## src/rtl/u8d_pkg.sv

```systemverilog
package u8d_pkg;

  // Held sequence storage: a pending sequence keeps at most five bytes.
  localparam int unsigned HOLD_DEPTH = 5;
  localparam int unsigned HOLD_IDX_W = 3;

  // Byte classification constants.
  localparam logic [7:0] CONT_TAG_MASK = 8'hc0;
  localparam logic [7:0] CONT_TAG      = 8'h80;
  localparam logic [7:0] PAYLOAD_MASK  = 8'h3f;

  // One input word.
  typedef struct packed {
    logic [7:0] text_byte;
    logic       end_of_text;
  } u8d_in_t;

  // One result word.
  typedef struct packed {
    logic [30:0] code_point;
    logic [2:0]  unit_length;
    logic        stray_byte;
    logic        last_of_run;
  } u8d_out_t;

  // Controller states.
  typedef enum logic [1:0] {
    ST_RUN,
    ST_FLUSH,
    ST_TAIL
  } u8d_state_t;

  // Datapath operations issued by the controller.
  typedef enum logic [3:0] {
    OP_IDLE,
    OP_RAW_IN,
    OP_LEAD_IN,
    OP_CONT_IN,
    OP_DONE_IN,
    OP_FLUSH_IN,
    OP_FLUSH_STEP,
    OP_FLUSH_END,
    OP_TAIL
  } u8d_op_t;

  // Command from controller to datapath.
  typedef struct packed {
    u8d_op_t op;
    logic    last;       // last result of the current input word
    logic    store_lead; // at flush end, keep the pending byte as a new lead
  } u8d_cmd_t;

  // Status from datapath to controller.
  typedef struct packed {
    logic held_empty;
    logic is_cont;
    logic lead_single;
    logic completes;
    logic flush_last;
    logic slot_free;
    logic eot;
  } u8d_status_t;

  // Sequence length announced by a lead byte.
  function automatic logic [2:0] lead_len(input logic [7:0] b);
    logic [2:0] len;
    len = 3'd1;
    if (b inside {[8'hc0:8'hdf]}) begin
      len = 3'd2;
    end else if (b inside {[8'he0:8'hef]}) begin
      len = 3'd3;
    end else if (b inside {[8'hf0:8'hf7]}) begin
      len = 3'd4;
    end else if (b inside {[8'hf8:8'hfb]}) begin
      len = 3'd5;
    end else if (b inside {[8'hfc:8'hfd]}) begin
      len = 3'd6;
    end
    return len;
  endfunction

  // Payload bits a lead byte carries for a given sequence length.
  function automatic logic [7:0] lead_mask(input logic [2:0] len);
    logic [7:0] m;
    case (len)
      3'd2:    m = 8'h1f;
      3'd3:    m = 8'h0f;
      3'd4:    m = 8'h07;
      3'd5:    m = 8'h03;
      3'd6:    m = 8'h01;
      default: m = 8'hff;
    endcase
    return m;
  endfunction

endpackage

```

## src/rtl/u8d_datapath.sv

```systemverilog
module u8d_datapath
  import u8d_pkg::*;
(
  input  logic        clk,
  input  logic        rst_n,
  input  u8d_in_t     in_data,
  input  u8d_cmd_t    cmd,
  output u8d_status_t status,
  output logic        out_valid,
  input  logic        out_stall,
  output u8d_out_t    out_data
);

  logic [7:0]            held_r [HOLD_DEPTH];
  logic [HOLD_IDX_W-1:0] cnt_r;
  logic [2:0]            exp_r;
  logic [30:0]           cp_r;
  logic [HOLD_IDX_W-1:0] idx_r;
  logic [7:0]            pend_r;
  logic                  out_valid_r;
  u8d_out_t              out_data_r;

  logic [7:0]  in_byte;
  logic [7:0]  held_rd;
  logic [7:0]  lead_src;
  logic [2:0]  lead_src_len;
  logic [30:0] cp_ext;
  logic        load_out;
  u8d_out_t    out_nxt;

  assign in_byte = in_data.text_byte;
  assign held_rd = held_r[idx_r];

  // Status for the controller.
  always_comb begin
    status.held_empty  = (cnt_r == '0);
    status.is_cont     = ((in_byte & CONT_TAG_MASK) == CONT_TAG);
    status.lead_single = (lead_len(in_byte) == 3'd1);
    status.completes   = ({1'b0, cnt_r} + 4'd1) == {1'b0, exp_r};
    status.flush_last  = (idx_r == cnt_r - HOLD_IDX_W'(1));
    status.slot_free   = !out_valid_r || !out_stall;
    status.eot         = in_data.end_of_text;
  end

  // A new lead comes from the input, or from the pending byte after a flush.
  assign lead_src     = (cmd.op == OP_FLUSH_END) ? pend_r : in_byte;
  assign lead_src_len = lead_len(lead_src);
  assign cp_ext       = {cp_r[24:0], in_byte[5:0] & PAYLOAD_MASK[5:0]};

  // Result word selection.
  always_comb begin
    load_out = 1'b0;
    out_nxt  = out_data_r;
    case (cmd.op)
      OP_RAW_IN: begin
        load_out = 1'b1;
        out_nxt  = '{code_point: {23'd0, in_byte}, unit_length: 3'd1,
                     stray_byte: in_byte[7], last_of_run: 1'b1};
      end
      OP_DONE_IN: begin
        load_out = 1'b1;
        out_nxt  = '{code_point: cp_ext, unit_length: exp_r,
                     stray_byte: 1'b0, last_of_run: 1'b1};
      end
      OP_FLUSH_STEP, OP_FLUSH_END: begin
        load_out = 1'b1;
        out_nxt  = '{code_point: {23'd0, held_rd}, unit_length: 3'd1,
                     stray_byte: held_rd[7], last_of_run: cmd.last};
      end
      OP_TAIL: begin
        load_out = 1'b1;
        out_nxt  = '{code_point: {23'd0, pend_r}, unit_length: 3'd1,
                     stray_byte: pend_r[7], last_of_run: 1'b1};
      end
      default: begin
        load_out = 1'b0;
      end
    endcase
  end

  // Held sequence, accumulator and flush pointer.
  always_ff @(posedge clk) begin
    if (!rst_n) begin
      cnt_r <= '0;
      exp_r <= '0;
      idx_r <= '0;
    end else begin
      case (cmd.op)
        OP_LEAD_IN: begin
          held_r[0] <= lead_src;
          cnt_r     <= HOLD_IDX_W'(1);
          exp_r     <= lead_src_len;
          cp_r      <= {23'd0, lead_src & lead_mask(lead_src_len)};
        end
        OP_CONT_IN: begin
          held_r[cnt_r] <= in_byte;
          cnt_r         <= cnt_r + HOLD_IDX_W'(1);
          cp_r          <= cp_ext;
        end
        OP_DONE_IN: begin
          cnt_r <= '0;
          exp_r <= '0;
        end
        OP_FLUSH_IN: begin
          pend_r <= in_byte;
          idx_r  <= '0;
        end
        OP_FLUSH_STEP: begin
          idx_r <= idx_r + HOLD_IDX_W'(1);
        end
        OP_FLUSH_END: begin
          idx_r <= '0;
          if (cmd.store_lead) begin
            held_r[0] <= lead_src;
            cnt_r     <= HOLD_IDX_W'(1);
            exp_r     <= lead_src_len;
            cp_r      <= {23'd0, lead_src & lead_mask(lead_src_len)};
          end else begin
            cnt_r <= '0;
            exp_r <= '0;
          end
        end
        default: begin
        end
      endcase
    end
  end

  // Output register.
  always_ff @(posedge clk) begin
    if (!rst_n) begin
      out_valid_r <= 1'b0;
    end else if (load_out) begin
      out_valid_r <= 1'b1;
    end else if (!out_stall) begin
      out_valid_r <= 1'b0;
    end
  end

  always_ff @(posedge clk) begin
    if (load_out) begin
      out_data_r <= out_nxt;
    end
  end

  assign out_valid = out_valid_r;
  assign out_data  = out_data_r;

endmodule

```

## src/rtl/u8d_ctrl.sv

```systemverilog
module u8d_ctrl
  import u8d_pkg::*;
(
  input  logic        clk,
  input  logic        rst_n,
  input  logic        in_valid,
  output logic        in_stall,
  input  u8d_status_t status,
  output u8d_cmd_t    cmd
);

  u8d_state_t state_r, state_nxt;
  logic       tail_emit_r, tail_emit_nxt;
  logic       accept;

  assign in_stall = !((state_r == ST_RUN) && status.slot_free);
  assign accept   = in_valid && !in_stall;

  // Next state and tail mode.
  always_comb begin
    state_nxt     = state_r;
    tail_emit_nxt = tail_emit_r;
    case (state_r)
      ST_RUN: begin
        if (accept && !status.held_empty) begin
          if (!status.is_cont) begin
            state_nxt     = ST_FLUSH;
            tail_emit_nxt = status.lead_single || status.eot;
          end else if (!status.completes && status.eot) begin
            state_nxt     = ST_FLUSH;
            tail_emit_nxt = 1'b1;
          end
        end
      end
      ST_FLUSH: begin
        if (status.slot_free && status.flush_last) begin
          state_nxt = tail_emit_r ? ST_TAIL : ST_RUN;
        end
      end
      ST_TAIL: begin
        if (status.slot_free) begin
          state_nxt = ST_RUN;
        end
      end
      default: begin
        state_nxt = ST_RUN;
      end
    endcase
  end

  // Datapath commands.
  always_comb begin
    cmd = '{op: OP_IDLE, last: 1'b0, store_lead: 1'b0};
    case (state_r)
      ST_RUN: begin
        if (accept) begin
          if (status.held_empty) begin
            cmd.op = (status.lead_single || status.eot) ? OP_RAW_IN : OP_LEAD_IN;
          end else if (status.is_cont) begin
            if (status.completes) begin
              cmd.op = OP_DONE_IN;
            end else if (status.eot) begin
              cmd.op = OP_FLUSH_IN;
            end else begin
              cmd.op = OP_CONT_IN;
            end
          end else begin
            cmd.op = OP_FLUSH_IN;
          end
        end
      end
      ST_FLUSH: begin
        if (status.slot_free) begin
          if (status.flush_last) begin
            cmd.op         = OP_FLUSH_END;
            cmd.last       = !tail_emit_r;
            cmd.store_lead = !tail_emit_r;
          end else begin
            cmd.op = OP_FLUSH_STEP;
          end
        end
      end
      ST_TAIL: begin
        if (status.slot_free) begin
          cmd.op = OP_TAIL;
        end
      end
      default: begin
        cmd.op = OP_IDLE;
      end
    endcase
  end

  always_ff @(posedge clk) begin
    if (!rst_n) begin
      state_r     <= ST_RUN;
      tail_emit_r <= 1'b0;
    end else begin
      state_r     <= state_nxt;
      tail_emit_r <= tail_emit_nxt;
    end
  end

endmodule

```

## src/rtl/utf8_stream_decoder.sv

```systemverilog
// UTF-8 stream decoder, six-byte form, overlong sequences accepted.
// Input channel: in_valid / in_stall / in_data carry one text byte per word,
// with end_of_text marking the last byte available. Output channel:
// out_valid / out_stall / out_data carry one decoded unit per word; the
// last_of_run bit marks the final result caused by an input byte.
// A result is in the output register in the cycle after the byte that
// completes it is accepted.
// Throughput: one byte per cycle while sequences are well formed and the
// output is free. When a non-continuation byte ends a sequence early, or
// end_of_text cuts one short, in_stall is high while the held bytes are
// replayed from the hold registers, one per cycle while the output is free;
// then the tail byte comes out unless it leads a new sequence. A byte that
// only extends a pending sequence gives no result. The single output
// register sets the pace: while it holds a result that the receiver stalls,
// in_stall is high and no byte is taken. Reset (rst_n low, synchronous)
// drops any pending sequence and empties the output register.
module utf8_stream_decoder
  import u8d_pkg::*;
(
  input  logic     clk,
  input  logic     rst_n,
  input  logic     in_valid,
  output logic     in_stall,
  input  u8d_in_t  in_data,
  output logic     out_valid,
  input  logic     out_stall,
  output u8d_out_t out_data
);

  u8d_cmd_t    cmd;
  u8d_status_t status;

  // Sequencing of accept, flush and tail steps.
  u8d_ctrl u_ctrl (
    .clk      (clk),
    .rst_n    (rst_n),
    .in_valid (in_valid),
    .in_stall (in_stall),
    .status   (status),
    .cmd      (cmd)
  );

  // Hold registers, code point accumulator and output register.
  u8d_datapath u_datapath (
    .clk       (clk),
    .rst_n     (rst_n),
    .in_data   (in_data),
    .cmd       (cmd),
    .status    (status),
    .out_valid (out_valid),
    .out_stall (out_stall),
    .out_data  (out_data)
  );

endmodule

```

## config.mk

```make
export PLATFORM = sky130hd
export DESIGN_NAME = utf8_stream_decoder
export DESIGN_NICKNAME = d
export VERILOG_FILES = /design/src/rtl/u8d_pkg.sv /design/src/rtl/u8d_datapath.sv /design/src/rtl/u8d_ctrl.sv /design/src/rtl/utf8_stream_decoder.sv
export SDC_FILE = /design/constraint.sdc
export NUM_CORES = 1
export LEC_CHECK = 0
export BUFFER_PORTS_ARGS = -buffer_cell sky130_fd_sc_hd__buf_2
export CAP_MARGIN = 10
export CORE_UTILIZATION = 50
export DETAILED_ROUTE_END_ITERATION = 10
export PLACE_DENSITY_LB_ADDON = 0.08
export SLEW_MARGIN = 15
export SYNTH_ARGS = -nofsm -noshare
export SYNTH_HDL_FRONTEND = slang
export SYNTH_SLANG_ARGS = --single-unit
```

## constraint.sdc

```tcl
create_clock -name clk -period 6.35 [get_ports clk]
set_input_delay 1.27 -clock clk [delete_from_list [all_inputs] [get_ports clk]]
set_output_delay 1.27 -clock clk [all_outputs]
set_load 0.005 [all_outputs]
```

==> qor.txt, run 1 <==
status -> finished, final reports clean
largest stage delay on the critical path -> 880 ps
Final Setup Violations -> 0
Hold Buf Count CTS -> 0
fin. max-slew vios -> 0
Die X -> 105 µm
Worst-path clk slew -> 60 ps
post-layout util -> 0.618
worst setup path class -> in -> reg
Pleak -> 2.33 nW
most instantiated cells after synthesis -> edfxtp_1 (109), and2_1 (45), nand2_1 (41), nor2_1 (18), dfxtp_1 (16)
first drt pass iteration count -> 5
share of layout cells above drive strength 1 -> 0.243
CP required -> 6480 ps
WL final -> 10400 µm
Inserted Diodes -> 0
Fill cells -> 798
met3 Usage GRT -> 0.0499
starting density of the core -> 0.515
Vias per Instance -> 5.46
final period utilization -> 0.552
gr ovfl total -> 0
max_slew headroom -> 0.269
DRT iter0 DRCs -> 148
Die Footprint -> 11000 µm²
final instance area -> 6350 µm²
nets -> 446
clock buffer depth -> 2
Critical Path AT -> 3630 ps
Slowest-stage cell, CP -> nor3b_1
Final Skew -> 7.92 ps
CTS tree -> done
sequential element share of the synthesized area -> 0.679
row count -> 37
Seq cells post-synth -> 125
first-pass GRT wire length -> 16500 µm
Worst Max-Slew Pin Slew -> 1090 ps
Synth top area share -> 0.619
htree depth -> 4
number of clock sinks -> 125
DIE HEIGHT -> 105 µm
dominant cell type by area after synthesis -> edfxtp_1
HPWL after detailed placement -> 6890 µm
peak supply drop -> 0.202 mV
Post-Synthesis Cells -> 371
worst setup margin -> 2850 ps
I/O pins -> 51
asr flop ratio synth -> 0
Setup Buffers After CTS -> 0
DP Area -> 5670 µm²
Tot GR Track Use -> 0.204
Critical Path End Type -> flip-flop
DRC -> 0
Critical Path Fanout Max -> 36
TNS Setup -> 0 ps
area growth from synthesis to layout -> 20.1%
ANT nets after route -> 0
met2 GRT Util -> 0.320
synthesized netlist net count -> 388
Setup WS pre-CTS -> 2290 ps
Hold Vio Cnt, Final -> 0
RD Place Congestion -> 0.841
CTS Root Cell -> clkbuf_8
Hold Path Class -> reg -> reg
post_cts resized -> 0
number of buffers created by CTS -> 17
CP Cell Sequence -> buf_2, and2_1, nor3b_1, nor2_1, nand2_2
Clock Latency Late Sink -> 510 ps
WL per Instance -> 18.0 µm
largest net degree at the start of global routing -> 37
vias in the first global route -> 3047
busiest layer in global routing -> met2
placed insts -> 546
GR met1 Demand/Resource -> 0.276
RSZ-0062 raised after global routing -> no
Synth area leaders -> edfxtp_1 (62%), dfxtp_1 (6.1%), and2_1 (5.3%), mux4_2 (3.4%), nand2_1 (2.9%)
Mapped Area -> 5290 µm²
Tmin final -> 3500 ps
top-count cell post-synth -> edfxtp_1
Post-Layout Cell Count -> 577
Synth Flop Type -> edfxtp_1
warnings from Yosys -> 0
initial antenna violation count -> 0
core area -> 10300 µm²
Power Dens Cells -> 339 nW/µm²
Port-buffer cells -> 50
synthesized area per cell -> 14.3 µm²
number of flops mapped to enable cells by yosys -> 109
routed vias -> 3149
Peak Freq -> 0.286 GHz
post-synthesis cell type count -> 58
max_cap viols -> 0
startpoint types -> input pin
registers in the layout, summed over array words and instances (netlist names), named ones only:
name / cells
u_datapath.out_data: 36
u_datapath.pend_r: 8
u_datapath.idx_r: 3
u_datapath.exp_r: 3
u_datapath.cnt_r: 3
u_datapath.out_valid: 1
u_datapath.held_r: 40
u_ctrl.tail_emit_r: 1
u_datapath.cp_r: 25
u_ctrl.state_r: 2
per-layer routing:
layer | part of all wire | routed length [µm]
met3 | 0.043 | 449
met1 | 0.46 | 4810
met5 | 0 | 0
met2 | 0.48 | 5000
met4 | 0.014 | 141
path summary, 6_finish.rpt:
kind | start | to | slack, ps | cells past startpoint
worst max-delay path | out_stall | u_datapath.out_data[12]$_DFFE_PP_ | 2850 | 5
worst min register to register | u_datapath.exp_r[0]$_SDFFE_PN0P_ | u_datapath.exp_r[0]$_SDFFE_PN0P_ | 510 | 1
worst min-delay path | u_datapath.exp_r[0]$_SDFFE_PN0P_ | u_datapath.exp_r[0]$_SDFFE_PN0P_ | 510 | 1
worst max register to register | u_datapath.cnt_r[0]$_SDFFE_PN0P_ | u_datapath.held_r[0][1]$_DFFE_PP_ | 2950 | 7
per-stage QoR:
step                total power [mW]  hold WS (ps)
finish                          2.15           506
global route                    2.22           526
CTS                             2.17           509
detailed placement              1.06           499
global placement                1.06           496
floorplan                       1.01           460
logic make-up (layout without fill, tap and decap cells):
group,Yosys count,in the layout,share of synthesized area
simple gates,142,142,0.141
flops,125,125,0.679
compound gates,49,49,0.0681
mux,24,24,0.0672
buf+inv,20,90,0.0180
xor+xnor,7,7,0.0170
fa+ha+maj,4,4,0.00946
power by group:
part / internal (mW) / switching, mW
Clock: 0.758 / 0.350
Combinational: 0.0396 / 0.0642
Sequential: 0.929 / 0.0111
cells in the final DEF, fill, tap and decap left out, types with 3 or more instances in the layout:
cell	n
nor3b_1	4
nor2_1	17
bufinv_16	7
a21o_1	3
nand2b_1	5
buf_4	4
clkbuf_16	16
buf_2	50
clkinv_4	5
a22oi_1	7
nand3_1	6
nor3_1	5
dfxtp_1	16
mux2i_1	13
xnor2_1	4
nor2b_1	4
inv_1	4
and2_1	45
nand2_1	40
ha_1	4
edfxtp_1	109
mux4_2	8
o21ai_0	10
a21oi_1	9
critical path: cells and delay by family:
kind	cells	cell delay, ps
simple gates	4	2230
buf+inv	1	120
final cells by class:
type,instances,area (µm²),share of cell area
clock buffers,18,418,0.0658
clock inverters,13,263,0.0413
inverters,5,18.8,0.00295
multi-input cells,226,1610,0.254
flip-flops and latches,125,3590,0.565
well taps,136,170,0.0268
repair buffers,54,280,0.0441
Power figures use the tool's default switching activity.
==> run 2, diff against run 1 <==
==> constraint.sdc (replaced) <==
create_clock -name clk -period 3.55 [get_ports clk]
set_input_delay 0.71 -clock clk [delete_from_list [all_inputs] [get_ports clk]]
set_output_delay 0.71 -clock clk [all_outputs]
set_load 0.005 [all_outputs]
==> qor.txt, run 2 (synthesis results as in run 1) <==
gr ovfl total -> 0
nets -> 452
clock buffer depth -> 2
register area -> 3590 µm²
routed vias -> 3147
Fill cells -> 843
Tot GR Track Use -> 0.203
RD Place Congestion -> 0.881
WL per Instance -> 17.2 µm
Hold Path Class -> in -> reg
starting density of the core -> 0.515
worst setup margin -> 420 ps
Vias per Instance -> 5.39
critical path buffer and inverter count -> 2
R2R cell count -> 9
number of buffers created by CTS -> 17
Hold Worst Slack -> 414 ps
Largest Register -> u_datapath.held_r
Worst-path clk slew -> 60 ps
Clock Latency Late Sink -> 520 ps
number of flip-flops in the largest register -> 40
number of clock sinks -> 125
Post-Layout Cell Count -> 584
Pleak -> 2.28 nW
met2 WL -> 4830 µm
Critical Path Fanout Max -> 27
CTS tree -> done
WL final -> 10000 µm
share of layout cells above drive strength 1 -> 0.254
Hold Buf Count CTS -> 0
worst setup path class -> reg -> reg
Peak Freq -> 0.319 GHz
Die X -> 105 µm
row count -> 37
WL met3 -> 554 µm
Critical Path End Type -> flip-flop
Setup WS pre-CTS -> 471 ps
initial antenna violation count -> 0
CTS Root Cell -> clkbuf_8
RSZ-0062 raised after global routing -> no
peak supply drop -> 0.316 mV
status -> finished, final reports clean
commonest cells after routing, fill and taps aside -> edfxtp_1 (109), buf_2 (50), and2_1 (45), nand2_1 (40), nor2_1 (17)
Slowest-stage cell, CP -> dfxtp_1
Tmin final -> 3130 ps
CP delay by family, top -> simple AND/OR/NAND/NOR gates
post_cts resized -> 0
Inserted Diodes -> 0
HPWL after detailed placement -> 7050 µm
area of the multi-input gates -> 1610 µm²
Setup Buffers After CTS -> 0
Worst Max-Slew Pin Slew -> 638 ps
first-pass GRT wire length -> 16500 µm
final period utilization -> 0.882
largest stage delay on the critical path -> 510 ps
CP Cell Sequence -> inv_1, ha_1, xnor2_1, o2111ai_1, or3_1, o211ai_1, nand4_1, nand2_2, buf_12
Final Setup Violations -> 0
Hold Vio Cnt, Final -> 0
hold path depth -> 1
TNS Setup -> 0 ps
max_slew headroom -> 0.573
uppermost routed layer -> met4
Critical Path AT -> 3340 ps
DRT iter0 DRCs -> 298
first drt pass iteration count -> 4
startpoint types -> flip-flop
core area -> 10300 µm²
CP required -> 3760 ps
placed insts -> 552
Met1 Wirelength -> 4580 µm
largest net degree at the start of global routing -> 31
Final Skew -> 8.50 ps
Port-buffer cells -> 50
fin. max-slew vios -> 0
Worst path depth -> 9
htree depth -> 4
post-layout util -> 0.609
ANT nets after route -> 0
DIE HEIGHT -> 105 µm
commonest non-fill, non-tap cell in the layout -> edfxtp_1
max_cap viols -> 0
vias in the first global route -> 3085
I/O pins -> 51
area growth from synthesis to layout -> 18.3%
Die Footprint -> 11000 µm²
Power Dens Cells -> 541 nW/µm²
DRC -> 0
## run 2: cell count changes in the layout (fill, tap and decap cells not counted)
cell	before	now
buf_4	4	9
clkinvlp_4	0	4
bufinv_16	7	0
inv_6	1	5
clkinv_4	5	3
clkinv_2	0	2
buf_12	0	1
## run 2: worst paths after layout
path	startpoint	to	slack, ps
max	u_datapath.cnt_r[0]$_SDFFE_PN0P_	u_datapath.out_data[25]$_DFFE_PP_	420
min reg2reg	u_datapath.cp_r[21]$_SDFFCE_PN0P_	u_datapath.out_data[32]$_DFFE_PP_	510
max reg2reg	u_datapath.cnt_r[0]$_SDFFE_PN0P_	u_datapath.out_data[25]$_DFFE_PP_	420
min	in_data[1]	u_datapath.pend_r[0]$_DFFE_PP_	410
## run 2: cell type report
| class | count | share of cell area |
|---|---|---|
| Sequential cell | 125 | 0.574 |
| Clock inverter | 14 | 0.0176 |
| Tap cell | 136 | 0.0272 |
| Clock buffer | 18 | 0.0668 |
| Multi-Input combinational cell | 226 | 0.257 |
| Timing Repair Buffer | 60 | 0.0540 |
| Inverter | 5 | 0.00300 |
## run 2: power breakdown
part	switching, mW	total (mW)	leakage (nW)	internal [mW]
Sequential	0.0202	1.68	1.15	1.66
Combinational	0.115	0.193	0.882	0.0779
Clock	0.645	1.51	0.249	0.866
## run 2: layer usage
| metal | up-vias | track usage |
|---|---|---|
| li1 | 1520 | - |
| met1 | 1518 | 0.274 |
| met2 | 102 | 0.315 |
| met3 | 7 | 0.0586 |
| met4 | 0 | 0.0674 |
| met5 | - | 0 |
## run 2: worst reg2reg max path, cell delays in order, from the launching register on
cell       delay (ps)
dfxtp_1           510
inv_1             150
ha_1              380
xnor2_1           190
o2111ai_1         310
or3_1             460
o211ai_1          110
nand4_1           170
nand2_2           290
buf_12            230
## run 2: metrics by stage
step                power (mW)  cell area, µm²
global placement          1.90            5730
CTS                       3.41            6260
global route              3.51            6260
floorplan                 1.81            5290
detailed placement        1.90            5730
finish                    3.38            6260
